`config.mk`:
```
export PLATFORM = sky130hd
export DESIGN_NAME = thread_slot_scheduler_top
export DESIGN_NICKNAME = d
export VERILOG_FILES = /design/src/design/tss_pkg.sv /design/src/design/tss_slot_table.sv /design/src/design/tss_seq.sv /design/src/design/thread_slot_scheduler_top.sv
export SDC_FILE = /design/constraint.sdc
export NUM_CORES = 1
export LEC_CHECK = 0
export ABC_AREA = 1
export BUFFER_PORTS_ARGS = -buffer_cell sky130_fd_sc_hd__buf_2
export CORE_UTILIZATION = 55
export CTS_CLUSTER_SIZE = 20
export DETAILED_ROUTE_END_ITERATION = 12
export PLACE_DENSITY = 0.72
export SLEW_MARGIN = 20
export SYNTH_ARGS = -nofsm -noshare
export SYNTH_HDL_FRONTEND = slang
export SYNTH_SLANG_ARGS = --single-unit
```
`constraint.sdc`:
```
create_clock -name clk -period 3.05 [get_ports clk]
set_input_delay 0.61 -clock clk [delete_from_list [all_inputs] [get_ports clk]]
set_output_delay 0.61 -clock clk [all_outputs]
set_load 0.1 [all_outputs]
```
`src/design/tss_pkg.sv`:
```
`timescale 1ns / 1ps
`default_nettype none
// ----------------------------------------------------------------------------
// Thread slot scheduler package
// Shared codes, widths and the result word type of the thread slot scheduler.
// ----------------------------------------------------------------------------
package tss_pkg;

  localparam int SLOTS_DEFAULT = 16;
  localparam int FIELD_W       = 4;

  typedef enum logic [1:0] {
    OP_CREATE = 2'd0,
    OP_YIELD  = 2'd1,
    OP_EXIT   = 2'd2,
    OP_JOIN   = 2'd3
  } opcode_t;

  typedef enum logic [1:0] {
    SLOT_FREE     = 2'd0,
    SLOT_RUNNING  = 2'd1,
    SLOT_RUNNABLE = 2'd2
  } slot_state_t;

  localparam logic [1:0] STATUS_OK   = 2'd0;
  localparam logic [1:0] STATUS_FULL = 2'd1;
  localparam logic [1:0] STATUS_NONE = 2'd2;

  typedef struct packed {
    logic [1:0]         status;
    logic [FIELD_W-1:0] result_slot;
    logic               switched;
    logic               target_done;
    logic [FIELD_W-1:0] parent_out;
  } result_t;

endpackage
`default_nettype wire

```
`src/design/tss_slot_table.sv`:
```
`timescale 1ns / 1ps
`default_nettype none
// ----------------------------------------------------------------------------
// Thread slot table
// Slot state and parent memories with one registered read port, one write
// port and a valid bit per entry standing in for the reset contents.
// ----------------------------------------------------------------------------
module tss_slot_table
  import tss_pkg::*;
#(
  parameter int SLOTS = SLOTS_DEFAULT
) (
  input  wire logic                       clk,
  input  wire logic                       rst,
  input  wire logic                       rd_en,
  input  wire logic [$clog2(SLOTS)-1:0]   rd_addr,
  input  wire logic                       wr_state_en,
  input  wire logic                       wr_par_en,
  input  wire logic [$clog2(SLOTS)-1:0]   wr_addr,
  input  wire slot_state_t                wr_state,
  input  wire logic [FIELD_W-1:0]         wr_par,
  output slot_state_t                     rd_state,
  output logic [FIELD_W-1:0]              rd_par
);

  logic [1:0]         state_mem [SLOTS];
  logic [FIELD_W-1:0] par_mem   [SLOTS];
  logic [SLOTS-1:0]   state_vld;
  logic [SLOTS-1:0]   par_vld;
  logic [1:0]         state_q;
  logic [FIELD_W-1:0] par_q;
  logic               state_hit;
  logic               par_hit;
  logic               addr_zero;

  always_ff @(posedge clk) begin
    if (wr_state_en) begin
      state_mem[wr_addr] <= wr_state;
    end
    if (wr_par_en) begin
      par_mem[wr_addr] <= wr_par;
    end
    if (rd_en) begin
      state_q <= state_mem[rd_addr];
      par_q   <= par_mem[rd_addr];
    end
  end

  always_ff @(posedge clk) begin
    if (rst) begin
      state_vld <= '0;
      par_vld   <= '0;
      state_hit <= 1'b0;
      par_hit   <= 1'b0;
      addr_zero <= 1'b0;
    end else begin
      if (wr_state_en) begin
        state_vld[wr_addr] <= 1'b1;
      end
      if (wr_par_en) begin
        par_vld[wr_addr] <= 1'b1;
      end
      if (rd_en) begin
        state_hit <= state_vld[rd_addr];
        par_hit   <= par_vld[rd_addr];
        addr_zero <= (rd_addr == '0);
      end
    end
  end

  // An entry never written reads as its reset value: slot zero running, any other slot free, with a zero parent.
  always_comb begin
    if (state_hit) begin
      rd_state = slot_state_t'(state_q);
    end else if (addr_zero) begin
      rd_state = SLOT_RUNNING;
    end else begin
      rd_state = SLOT_FREE;
    end
    rd_par = par_hit ? par_q : '0;
  end

endmodule
`default_nettype wire

```
`src/design/tss_seq.sv`:
```
`timescale 1ns / 1ps
`default_nettype none
// ----------------------------------------------------------------------------
// Thread slot scheduler sequencer
// Walks the slot table one entry a cycle through a single match unit, then
// applies the table updates and forms the result word.
// ----------------------------------------------------------------------------
module tss_seq
  import tss_pkg::*;
#(
  parameter int SLOTS = SLOTS_DEFAULT
) (
  input  wire logic                       clk,
  input  wire logic                       rst,
  input  wire logic                       in_fire,
  input  wire logic [1:0]                 opcode,
  input  wire logic [FIELD_W-1:0]         target_slot,
  input  wire logic                       res_ready,
  input  wire slot_state_t                rd_state,
  input  wire logic [FIELD_W-1:0]         rd_par,
  output logic                            idle,
  output logic                            res_valid,
  output result_t                         res,
  output logic                            rd_en,
  output logic [$clog2(SLOTS)-1:0]        rd_addr,
  output logic                            wr_state_en,
  output logic                            wr_par_en,
  output logic [$clog2(SLOTS)-1:0]        wr_addr,
  output slot_state_t                     wr_state,
  output logic [FIELD_W-1:0]              wr_par
);

  localparam int SLOT_W = $clog2(SLOTS);
  localparam int CNT_W  = $clog2(SLOTS + 1);

  typedef enum logic [6:0] {
    S_IDLE     = 7'b0000001,
    S_SCAN     = 7'b0000010,
    S_JOIN_RD  = 7'b0000100,
    S_JOIN_CHK = 7'b0001000,
    S_WR_A     = 7'b0010000,
    S_WR_B     = 7'b0100000,
    S_RESP     = 7'b1000000
  } fsm_t;

  fsm_t              state;
  opcode_t           op;
  logic [SLOT_W-1:0] tgt;
  logic [SLOT_W-1:0] running;
  logic [CNT_W-1:0]  issue;
  logic              chk_vld;
  logic [SLOT_W-1:0] chk_idx;
  logic              found;
  logic [SLOT_W-1:0] nxt;
  slot_state_t       want;
  logic              hit;
  logic              last;
  logic              issuing;

  // The shared match unit: one table entry compared per cycle.
  always_comb begin
    want    = (op == OP_CREATE) ? SLOT_FREE : SLOT_RUNNABLE;
    hit     = chk_vld && (rd_state == want) &&
              !((op != OP_CREATE) && (chk_idx == running));
    last    = chk_vld && (chk_idx == SLOT_W'(SLOTS - 1));
    issuing = (state == S_SCAN) && (issue < CNT_W'(SLOTS));
  end

  always_comb begin
    idle      = (state == S_IDLE);
    res_valid = (state == S_RESP);
    rd_en     = issuing || (state == S_JOIN_RD);
    rd_addr   = (state == S_JOIN_RD) ? tgt : issue[SLOT_W-1:0];
    wr_state_en = 1'b0;
    wr_par_en   = 1'b0;
    wr_addr     = running;
    wr_state    = SLOT_RUNNING;
    wr_par      = FIELD_W'(running);
    case (state)
      S_WR_A: begin
        wr_state_en = 1'b1;
        case (op)
          OP_CREATE: begin
            wr_par_en = 1'b1;
            wr_addr   = nxt;
            wr_state  = SLOT_RUNNABLE;
          end
          OP_YIELD: begin
            wr_state = found ? SLOT_RUNNABLE : SLOT_RUNNING;
          end
          default: begin
            wr_state = SLOT_FREE;
          end
        endcase
      end
      S_WR_B: begin
        wr_state_en = 1'b1;
        wr_addr     = nxt;
        wr_state    = SLOT_RUNNING;
      end
      default: begin
      end
    endcase
  end

  always_ff @(posedge clk) begin
    if (rst) begin
      state   <= S_IDLE;
      running <= '0;
      chk_vld <= 1'b0;
      issue   <= '0;
    end else begin
      case (state)
        S_IDLE: begin
          if (in_fire) begin
            op      <= opcode_t'(opcode);
            tgt     <= SLOT_W'(target_slot);
            issue   <= '0;
            chk_vld <= 1'b0;
            if (opcode_t'(opcode) != OP_JOIN) begin
              state <= S_SCAN;
            end else if (32'(target_slot) < SLOTS) begin
              state <= S_JOIN_RD;
            end else begin
              res   <= '{STATUS_OK, FIELD_W'(running), 1'b0, 1'b1, '0};
              state <= S_RESP;
            end
          end
        end
        S_SCAN: begin
          chk_vld <= issuing;
          chk_idx <= issue[SLOT_W-1:0];
          if (issuing) begin
            issue <= issue + CNT_W'(1);
          end
          if (hit) begin
            found   <= 1'b1;
            nxt     <= chk_idx;
            state   <= S_WR_A;
            if (op == OP_CREATE) begin
              res <= '{STATUS_OK, FIELD_W'(chk_idx), 1'b0, 1'b0, FIELD_W'(running)};
            end else begin
              res <= '{STATUS_OK, FIELD_W'(chk_idx), 1'b1, 1'b0, '0};
            end
          end else if (last) begin
            found <= 1'b0;
            case (op)
              OP_CREATE: begin
                res   <= '{STATUS_FULL, FIELD_W'(running), 1'b0, 1'b0, '0};
                state <= S_RESP;
              end
              OP_YIELD: begin
                res   <= '{STATUS_OK, FIELD_W'(running), 1'b0, 1'b0, '0};
                state <= S_WR_A;
              end
              default: begin
                res   <= '{STATUS_NONE, FIELD_W'(running), 1'b0, 1'b0, '0};
                state <= S_WR_A;
              end
            endcase
          end
        end
        S_JOIN_RD: begin
          state <= S_JOIN_CHK;
        end
        S_JOIN_CHK: begin
          res   <= '{STATUS_OK, FIELD_W'(running), 1'b0, (rd_state == SLOT_FREE), rd_par};
          state <= S_RESP;
        end
        S_WR_A: begin
          if (found && (op != OP_CREATE)) begin
            state <= S_WR_B;
          end else begin
            state <= S_RESP;
          end
        end
        S_WR_B: begin
          running <= nxt;
          state   <= S_RESP;
        end
        S_RESP: begin
          if (res_ready) begin
            state <= S_IDLE;
          end
        end
        default: begin
          state <= S_IDLE;
        end
      endcase
    end
  end

endmodule
`default_nettype wire

```
`src/design/thread_slot_scheduler_top.sv`:
```
`timescale 1ns / 1ps
`default_nettype none
// ----------------------------------------------------------------------------
// Thread slot scheduler
// Fixed-priority scheduler over a table of thread slots: create, yield, exit
// and join operations, one result word for every input word.
//
// The input channel carries opcode and target_slot; the output channel
// carries status, result_slot, switched, target_done and parent_out. Both
// use valid and stall, and a word moves when valid is high and stall low.
// Create, yield and exit walk the slot table one entry a cycle through a
// single match unit, then, but for a create on a full table, write the
// table back in S_WR_A and, when the running slot changes, in S_WR_B; a
// result is ready sooner when a matching slot sits low in the table. A
// join query reads one entry; a target beyond the table reads none. One
// word is in work at a time, and in_stall stays high until its result
// has been loaded into the output register, so the next word can be taken
// while that result waits. When the receiver stalls, the result holds in
// the output register and the block stalls at most one further word
// behind it. Reset makes slot zero running, frees the others and empties
// the output register; the block takes a word in the first cycle after
// reset.
// ----------------------------------------------------------------------------
module thread_slot_scheduler_top
  import tss_pkg::*;
#(
  parameter int SLOTS = SLOTS_DEFAULT
) (
  input  wire logic               clk,
  input  wire logic               rst,
  input  wire logic               in_valid,
  output logic                    in_stall,
  input  wire logic [1:0]         opcode,
  input  wire logic [FIELD_W-1:0] target_slot,
  output logic                    out_valid,
  input  wire logic               out_stall,
  output logic [1:0]              status,
  output logic [FIELD_W-1:0]      result_slot,
  output logic                    switched,
  output logic                    target_done,
  output logic [FIELD_W-1:0]      parent_out
);

  localparam int SLOT_W = $clog2(SLOTS);

  logic              idle;
  logic              in_fire;
  logic              res_valid;
  logic              res_ready;
  result_t           res;
  result_t           out_word;
  logic              rd_en;
  logic [SLOT_W-1:0] rd_addr;
  logic              wr_state_en;
  logic              wr_par_en;
  logic [SLOT_W-1:0] wr_addr;
  slot_state_t       wr_state;
  logic [FIELD_W-1:0] wr_par;
  slot_state_t       rd_state;
  logic [FIELD_W-1:0] rd_par;

  assign in_stall  = !idle;
  assign in_fire   = in_valid && idle;
  assign res_ready = !out_valid || !out_stall;

  tss_seq #(
    .SLOTS (SLOTS)
  ) u_seq (
    .clk         (clk),
    .rst         (rst),
    .in_fire     (in_fire),
    .opcode      (opcode),
    .target_slot (target_slot),
    .res_ready   (res_ready),
    .rd_state    (rd_state),
    .rd_par      (rd_par),
    .idle        (idle),
    .res_valid   (res_valid),
    .res         (res),
    .rd_en       (rd_en),
    .rd_addr     (rd_addr),
    .wr_state_en (wr_state_en),
    .wr_par_en   (wr_par_en),
    .wr_addr     (wr_addr),
    .wr_state    (wr_state),
    .wr_par      (wr_par)
  );

  tss_slot_table #(
    .SLOTS (SLOTS)
  ) u_table (
    .clk         (clk),
    .rst         (rst),
    .rd_en       (rd_en),
    .rd_addr     (rd_addr),
    .wr_state_en (wr_state_en),
    .wr_par_en   (wr_par_en),
    .wr_addr     (wr_addr),
    .wr_state    (wr_state),
    .wr_par      (wr_par),
    .rd_state    (rd_state),
    .rd_par      (rd_par)
  );

  always_ff @(posedge clk) begin
    if (rst) begin
      out_valid <= 1'b0;
    end else if (res_valid && res_ready) begin
      out_valid <= 1'b1;
    end else if (!out_stall) begin
      out_valid <= 1'b0;
    end
  end

  always_ff @(posedge clk) begin
    if (res_valid && res_ready) begin
      out_word <= res;
    end
  end

  assign status      = out_word.status;
  assign result_slot = out_word.result_slot;
  assign switched    = out_word.switched;
  assign target_done = out_word.target_done;
  assign parent_out  = out_word.parent_out;

endmodule
`default_nettype wire

```
; ---- Word-level counts from Yosys, hierarchy flattened
; Memories as Yosys holds them, arrays and structs flattened. A register that Yosys moved wholly into a read port is not among the register bits.
; Cells that the tools add are included.
[word_totals]
register_bits = 92
ramBits = 96
word_cells = 128
mem_count = 2
[mem_list]
columns = name, depth, word_bits, read_ports, rd_ports_with_merged_regs, write_ports, line
row1 = u_table.par_mem, 16, 4, 1, 1, 1, tss_slot_table.sv:27  ; logic [FIELD_W-1:0] par_mem [SLOTS];
row2 = u_table.state_mem, 16, 2, 1, 1, 1, tss_slot_table.sv:26  ; logic [1:0] state_mem [SLOTS];
[classes]
add_sub_neg = 1
n_lt_le_gt_ge = 4
n_eq_ne = 17
muxes = 44
bitwise = 3
n_reduce_logical = 32
[ops]
columns = operator, count
row1 = one-hot mux 12 bit (2 select lines), 2
row2 = 2-to-1 mux 7 bit, 6
row3 = one-hot mux 7 bit (6 select lines), 1
row4 = OR 16 bit, 2
row5 = 2-to-1 mux 12 bit, 2
row6 = AND reduction 3 bit, 6
row7 = 2-to-1 mux 1 bit, 15
row8 = 2-to-1 mux 4 bit, 3
row9 = "< comparator 4 x 5 -> 1 bit, second input constant", 2
row10 = 2-to-1 mux 5 bit, 2
row11 = one-hot mux 5 bit (2 select lines), 1
row12 = logical AND 1 bit, 9
row13 = binary-select mux 1 bit (select 4 bit), 2
row14 = 2-to-1 mux 2 bit, 4
row15 = "inequality test 2 x 1 -> 1 bit, second input constant", 4
row16 = one-hot mux 4 bit (2 select lines), 1
row17 = nonzero test 2 bit, 4
row18 = "equality test 7 x 1 -> 1 bit, second input constant", 1
row19 = "equality test 7 x 2 -> 1 bit, second input constant", 1
row20 = "equality test 7 x 3 -> 1 bit, second input constant", 1
row21 = "equality test 7 x 4 -> 1 bit, second input constant", 1
row22 = "equality test 7 x 5 -> 1 bit, second input constant", 1
row23 = "equality test 7 x 6 -> 1 bit, second input constant", 1
row24 = "equality test 7 bit, second input constant", 1
row25 = other kinds (21), 28

; ---- Longest topological paths before layout
[depth]
ltp_word = 8
mapped_depth = 14

; ---- Hierarchy
; Synthesis repeated with hierarchy kept, for this count alone.
[hier_totals]
cells_unflattened = 809
area_unflattened_um2 = 8191.6
[by_module_without_submodules]
columns = mod, n_inst, cells_each, area_each_um2, seq_area_each_um2
row1 = tss_slot_table, 1, 540, 5652.9, 3763.6
row2 = tss_seq, 1, 249, 2123.3, 1151.1
row3 = thread_slot_scheduler_top, 1, 20, 415.4, 380.4

; ---- Worst setup path after synthesis
; No wires, ideal clock.
[synth_timing]
path_kind = register -> register
from = register u_seq.op[1]
to = register, netlist name u_seq.res[0]
setup_ps = 380
t_arrival_ps = 1878
required_ps = 2670
slack_ps = 792
path_stages_with_launch = 10
n_path_buf = 1
period_less_slack_ps = 2258
cell_sequence = edfxtp_1 inv_1 nand2_1 buf_2 nor2_1 nor4_1 nand2_1 nand3_1 o21ai_0 nor2_1
[synth_between]
elab_chain_len = 7
elab_cells_between_ends = 10
[synth_rtl]
columns = item, line
row1 = start: declaration, tss_seq.sv:47  ; opcode_t op;
row2 = start signal: assignment, tss_seq.sv:116  ; op <= opcode_t'(opcode);
row3 = logical NOT 2 bit, tss_seq.sv:62  ; want = (op == OP_CREATE) ? SLOT_FREE : SLOT_RUNNABLE;
row4 = 2-to-1 mux 2 bit, tss_seq.sv:62
row5 = equality test 2 bit, tss_seq.sv:63  ; hit = chk_vld && (rd_state == want) &&
row6 = logical AND 1 bit, tss_seq.sv:63
row7 = logical AND 1 bit (*), tss_seq.sv:63
row8 = inequality test 3 x 1 -> 1 bit (no line) (*), --
row9 = AND reduction 3 bit (no line) (*), --
; Every way passes the cells marked *; elsewhere a longest branch is shown, timed or not.
; A chain may end at the register's enable or synchronous reset.

; ---- Worst setup path in the final report
[layout_timing]
from = register u_seq.op[1]
to = memory u_table.par_mem[8][2], enable pin
[layout_between]
elab_chain_len = 5
elab_cells_between_ends = 7
[layout_rtl]
columns = item, line
row1 = logical NOT 2 bit (*), tss_seq.sv:82  ; case (op)
row2 = 2-to-1 mux 1 bit, tss_seq.sv:82
row3 = 2-to-1 mux 1 bit, tss_seq.sv:79  ; case (state)
row4 = 2-to-1 mux 1 bit, tss_slot_table.sv:40  ; if (wr_par_en) begin
row5 = 2-to-1 mux 1 bit (implied by the code), tss_slot_table.sv:41  ; par_mem[wr_addr] <= wr_par;
row6 = end: declaration, tss_slot_table.sv:27
; Marks and branches as above.

==> run summary <==
# fillers = 1,198
CP Data Required Time = 3.12 ns
ys flop type = edfxtp_1
Fin Setup TNS = 0 ns
Layout Area Growth over Synthesis = 10.73%
post-synthesis sequential area ratio = 62.89%
TritonCTS clock tree = yes
final layout net count = 894
Root Driver = clkbuf_16
die area = 15,810 sq um
fin util = 63.19%
Leak = 3.723 nW
asr flop ratio synth = 0%
placed cells = 1,048
initial antenna violation count = 0
status = complete, no violations
reg2reg start = u_seq.op[1]
Row Count = 44
die width = 125.7 microns
CP max stage delay = 0.54 ns
RSZ-0062 raised after global routing = false
number of global-route vias before repair = 5,965
slew margin rel. = 45.89%
measured slew at the worst slew-check pin = 0.8042 ns
CTS buffer count = 17
largest family of logic cells by synthesized area = simple AND/OR/NAND/NOR gates
post-synthesis xor/xnor area fraction = 0.3121%
worst setup path endpoint = u_table.par_mem[8][2]
non-filler instance count after layout = 1,080
die height = 125.7 microns
H-tree levels = 4
Routed WL = 18,760 microns
synthesized area = 8419 sq um
initial DRC count = 568
Global Route Usage Sum = 24.91%
post-route ant nets = 0
Via density = 5.687
Pre-antenna DRT Iters = 6
worst slack, placed = 0.4201 ns
WP depth = 9
arrival time worst endpoint = 2.73 ns
post_cts resized = 0
Critical path origin = u_seq.op[1]
Synth Area in Simple Gates = 20.20%
global placer's final weighted congestion = 0.8873
core area = 14,750 sq um
Startpoint Class = register
Post-CTS Setup Bufs = 0
Max clock buf depth = 2
peak supply drop = 0.4940 mV
worst reg2reg path endpoint = u_table.par_mem[8][2]
Worst Hold Class = in -> reg
Worst path top cell family by delay = simple AND/OR/NAND/NOR gates
clock-pin slew on the worst setup and hold paths = 0.06 ns
post-synthesis compound-gate area fraction = 9.779%
Crit Path Max Fanout = 7
Worst Path Buf+Inv = 2
HPWL after DPL = 12,610 microns
starting density of the core = 57.06%
first-pass GRT wire length = 29,860 microns
final hold vios = 0
Clock Sink Count = 194
R2R Setup Slk = 0.39 ns
drt drc = 0
Synth cell types = 41
Pwr per Cell Area = 577.9 nW/um^2
post-synthesis adder-cell area fraction = 0.1486%
number of synthesis warnings = 0
Reg2Reg Depth = 9
Mapped Nets = 861
Post-CTS Hold Buffers = 0
Critical Path, Cell by Cell = nor2_1 -> o21ai_0 -> nand2_1 -> nand2_1 -> a21oi_2 -> inv_1 -> nor2_1 -> inv_2 -> nor3_1
max_cap viols = 0
DR WL/cell = 17.37 microns
post-route setup slack = 0.3900 ns
Min-Delay Startpoint = target_slot[3]
minimum clock period = 2.660 ns
final cycle utilization of the critical path = 87.21%
clk_lat worst skew = 0.44 ns
Vias = 6,142
number of flops mapped to enable cells by yosys = 141
Ant. Diodes = 0
flops & latches, synth = 194
worst hold margin = 0.3495 ns
Max Slew Vio Count = 0
Synth Instances = 850
syn_area_per_cell = 9.905 sq um
CP Class = reg -> reg
Max Fclk = 0.3759 GHz
port bufs = 23
CP Capture Type = register
Top-Level Pins = 24
pin count of the biggest net entering global routing = 63
layout cells sized above 1 = 12.95%
CP max-delay cell = nor3_1
grt ovf = 0
Final Skew = 0.01925 ns
final setup violating endpoints = 0
proportion of synthesized area in mux cells = 0%
Yosys cell counts (3+ instances only):
cell type / number / area share, %
nand2_1: 150 / 6.7
edfxtp_1: 141 / 50
inv_1: 103 / 4.6
nand3_1: 74 / 4.4
nor2_1: 74 / 3.3
o21ai_0: 62 / 3.7
a21oi_1: 56 / 3.3
dfxtp_1: 53 / 13
o21ai_1: 17 / 1.0
nor3_1: 16 / 0.95
buf_2: 14 / 0.83
clkbuf_1: 9 / 0.40
nand2_2: 8 / 0.59
inv_2: 6 / 0.27
nor2_2: 6 / 0.45
nor4_1: 6 / 0.45
o21bai_1: 6 / 0.53
nand2_4: 5 / 0.67
nor2_4: 4 / 0.53
o31ai_1: 4 / 0.36
a211oi_1: 3 / 0.27
nand4_1: 3 / 0.22
or2_2: 3 / 0.22
xor2_1: 3 / 0.31
layer usage:
layer / vias to the layer above / global-route usage, % / wire length, microns
li1: 2934 / - / -
met1: 2938 / 32.80 / 8398
met2: 226 / 40.16 / 8845
met3: 44 / 5.523 / 1051
met4: 0 / 10.26 / 468
met5: - / 0 / 0
sequential cells by signal, indices dropped and copies added, names as in the netlist, 5 cells and up:
signal	flops
u_table.state_vld	16
u_table.par_vld	16
u_seq.res	12
u_seq.state	7
u_table.state_mem	32
u_seq.issue	5
u_table.par_mem	64
placed cells by master, fill, tap and decap left out, drive strengths merged, types with 9 or more instances in the layout:
cell type,netlist,final
o21ai,81,81
buf,20,43
nor2,85,85
a21oi,58,58
edfxtp,141,141
dfxtp,53,53
nand2,163,163
inv,109,111
nor3,17,17
nor4,9,9
nand3,78,78
clkbuf,9,20
through the flow:
step / power (mW) / area, sq um
5_1_grt: 5.565 / 9323
3_5_place_dp: 3.427 / 8791
6_report: 5.387 / 9323
4_1_cts: 5.403 / 9323
3_3_place_gp: 3.413 / 8791
2_1_floorplan: 3.302 / 8419
cells by family (layout without fill, tap and decap cells):
logic type                 Yosys count  in the layout
DFF                                194            194
xor gates and xnor gates             3              3
adders and majority gates            1              1
and+or+nand+nor                    360            360
buffers and inverters              139            185
AOI/OAI and AO/OA                  153            153
power breakdown:
group | total, mW | internal (mW) | switching (mW)
clock | 2.01 | 1.06 | 0.944
combinational | 0.507 | 0.138 | 0.369
sequential | 2.87 | 2.85 | 0.0284
layout make-up:
class / instances / area (sq um) / share of cell area [%]
repair buffers: 43 / 290.3 / 3.114
clock inverters: 12 / 85.08 / 0.9126
well taps: 184 / 230.2 / 2.469
clock buffers: 20 / 446.7 / 4.791
multi-input cells: 517 / 2562 / 27.49
flip-flops and latches: 194 / 5295 / 56.80
inverters: 110 / 412.9 / 4.429
worst min-delay path by stage:
stage	slack, ns	endpoint	cells past startpoint
final	0.35	u_seq.tgt[3]	1
after global routing	0.35	u_seq.tgt[3]	1
after CTS	0.34	u_seq.tgt[3]	1
after detailed placement	0.40	parent_out[1]	0
after global placement	0.40	result_slot[3]	0
after floorplan	0.40	parent_out[0]	0
Note: power is estimated with default switching activity, not from simulation.
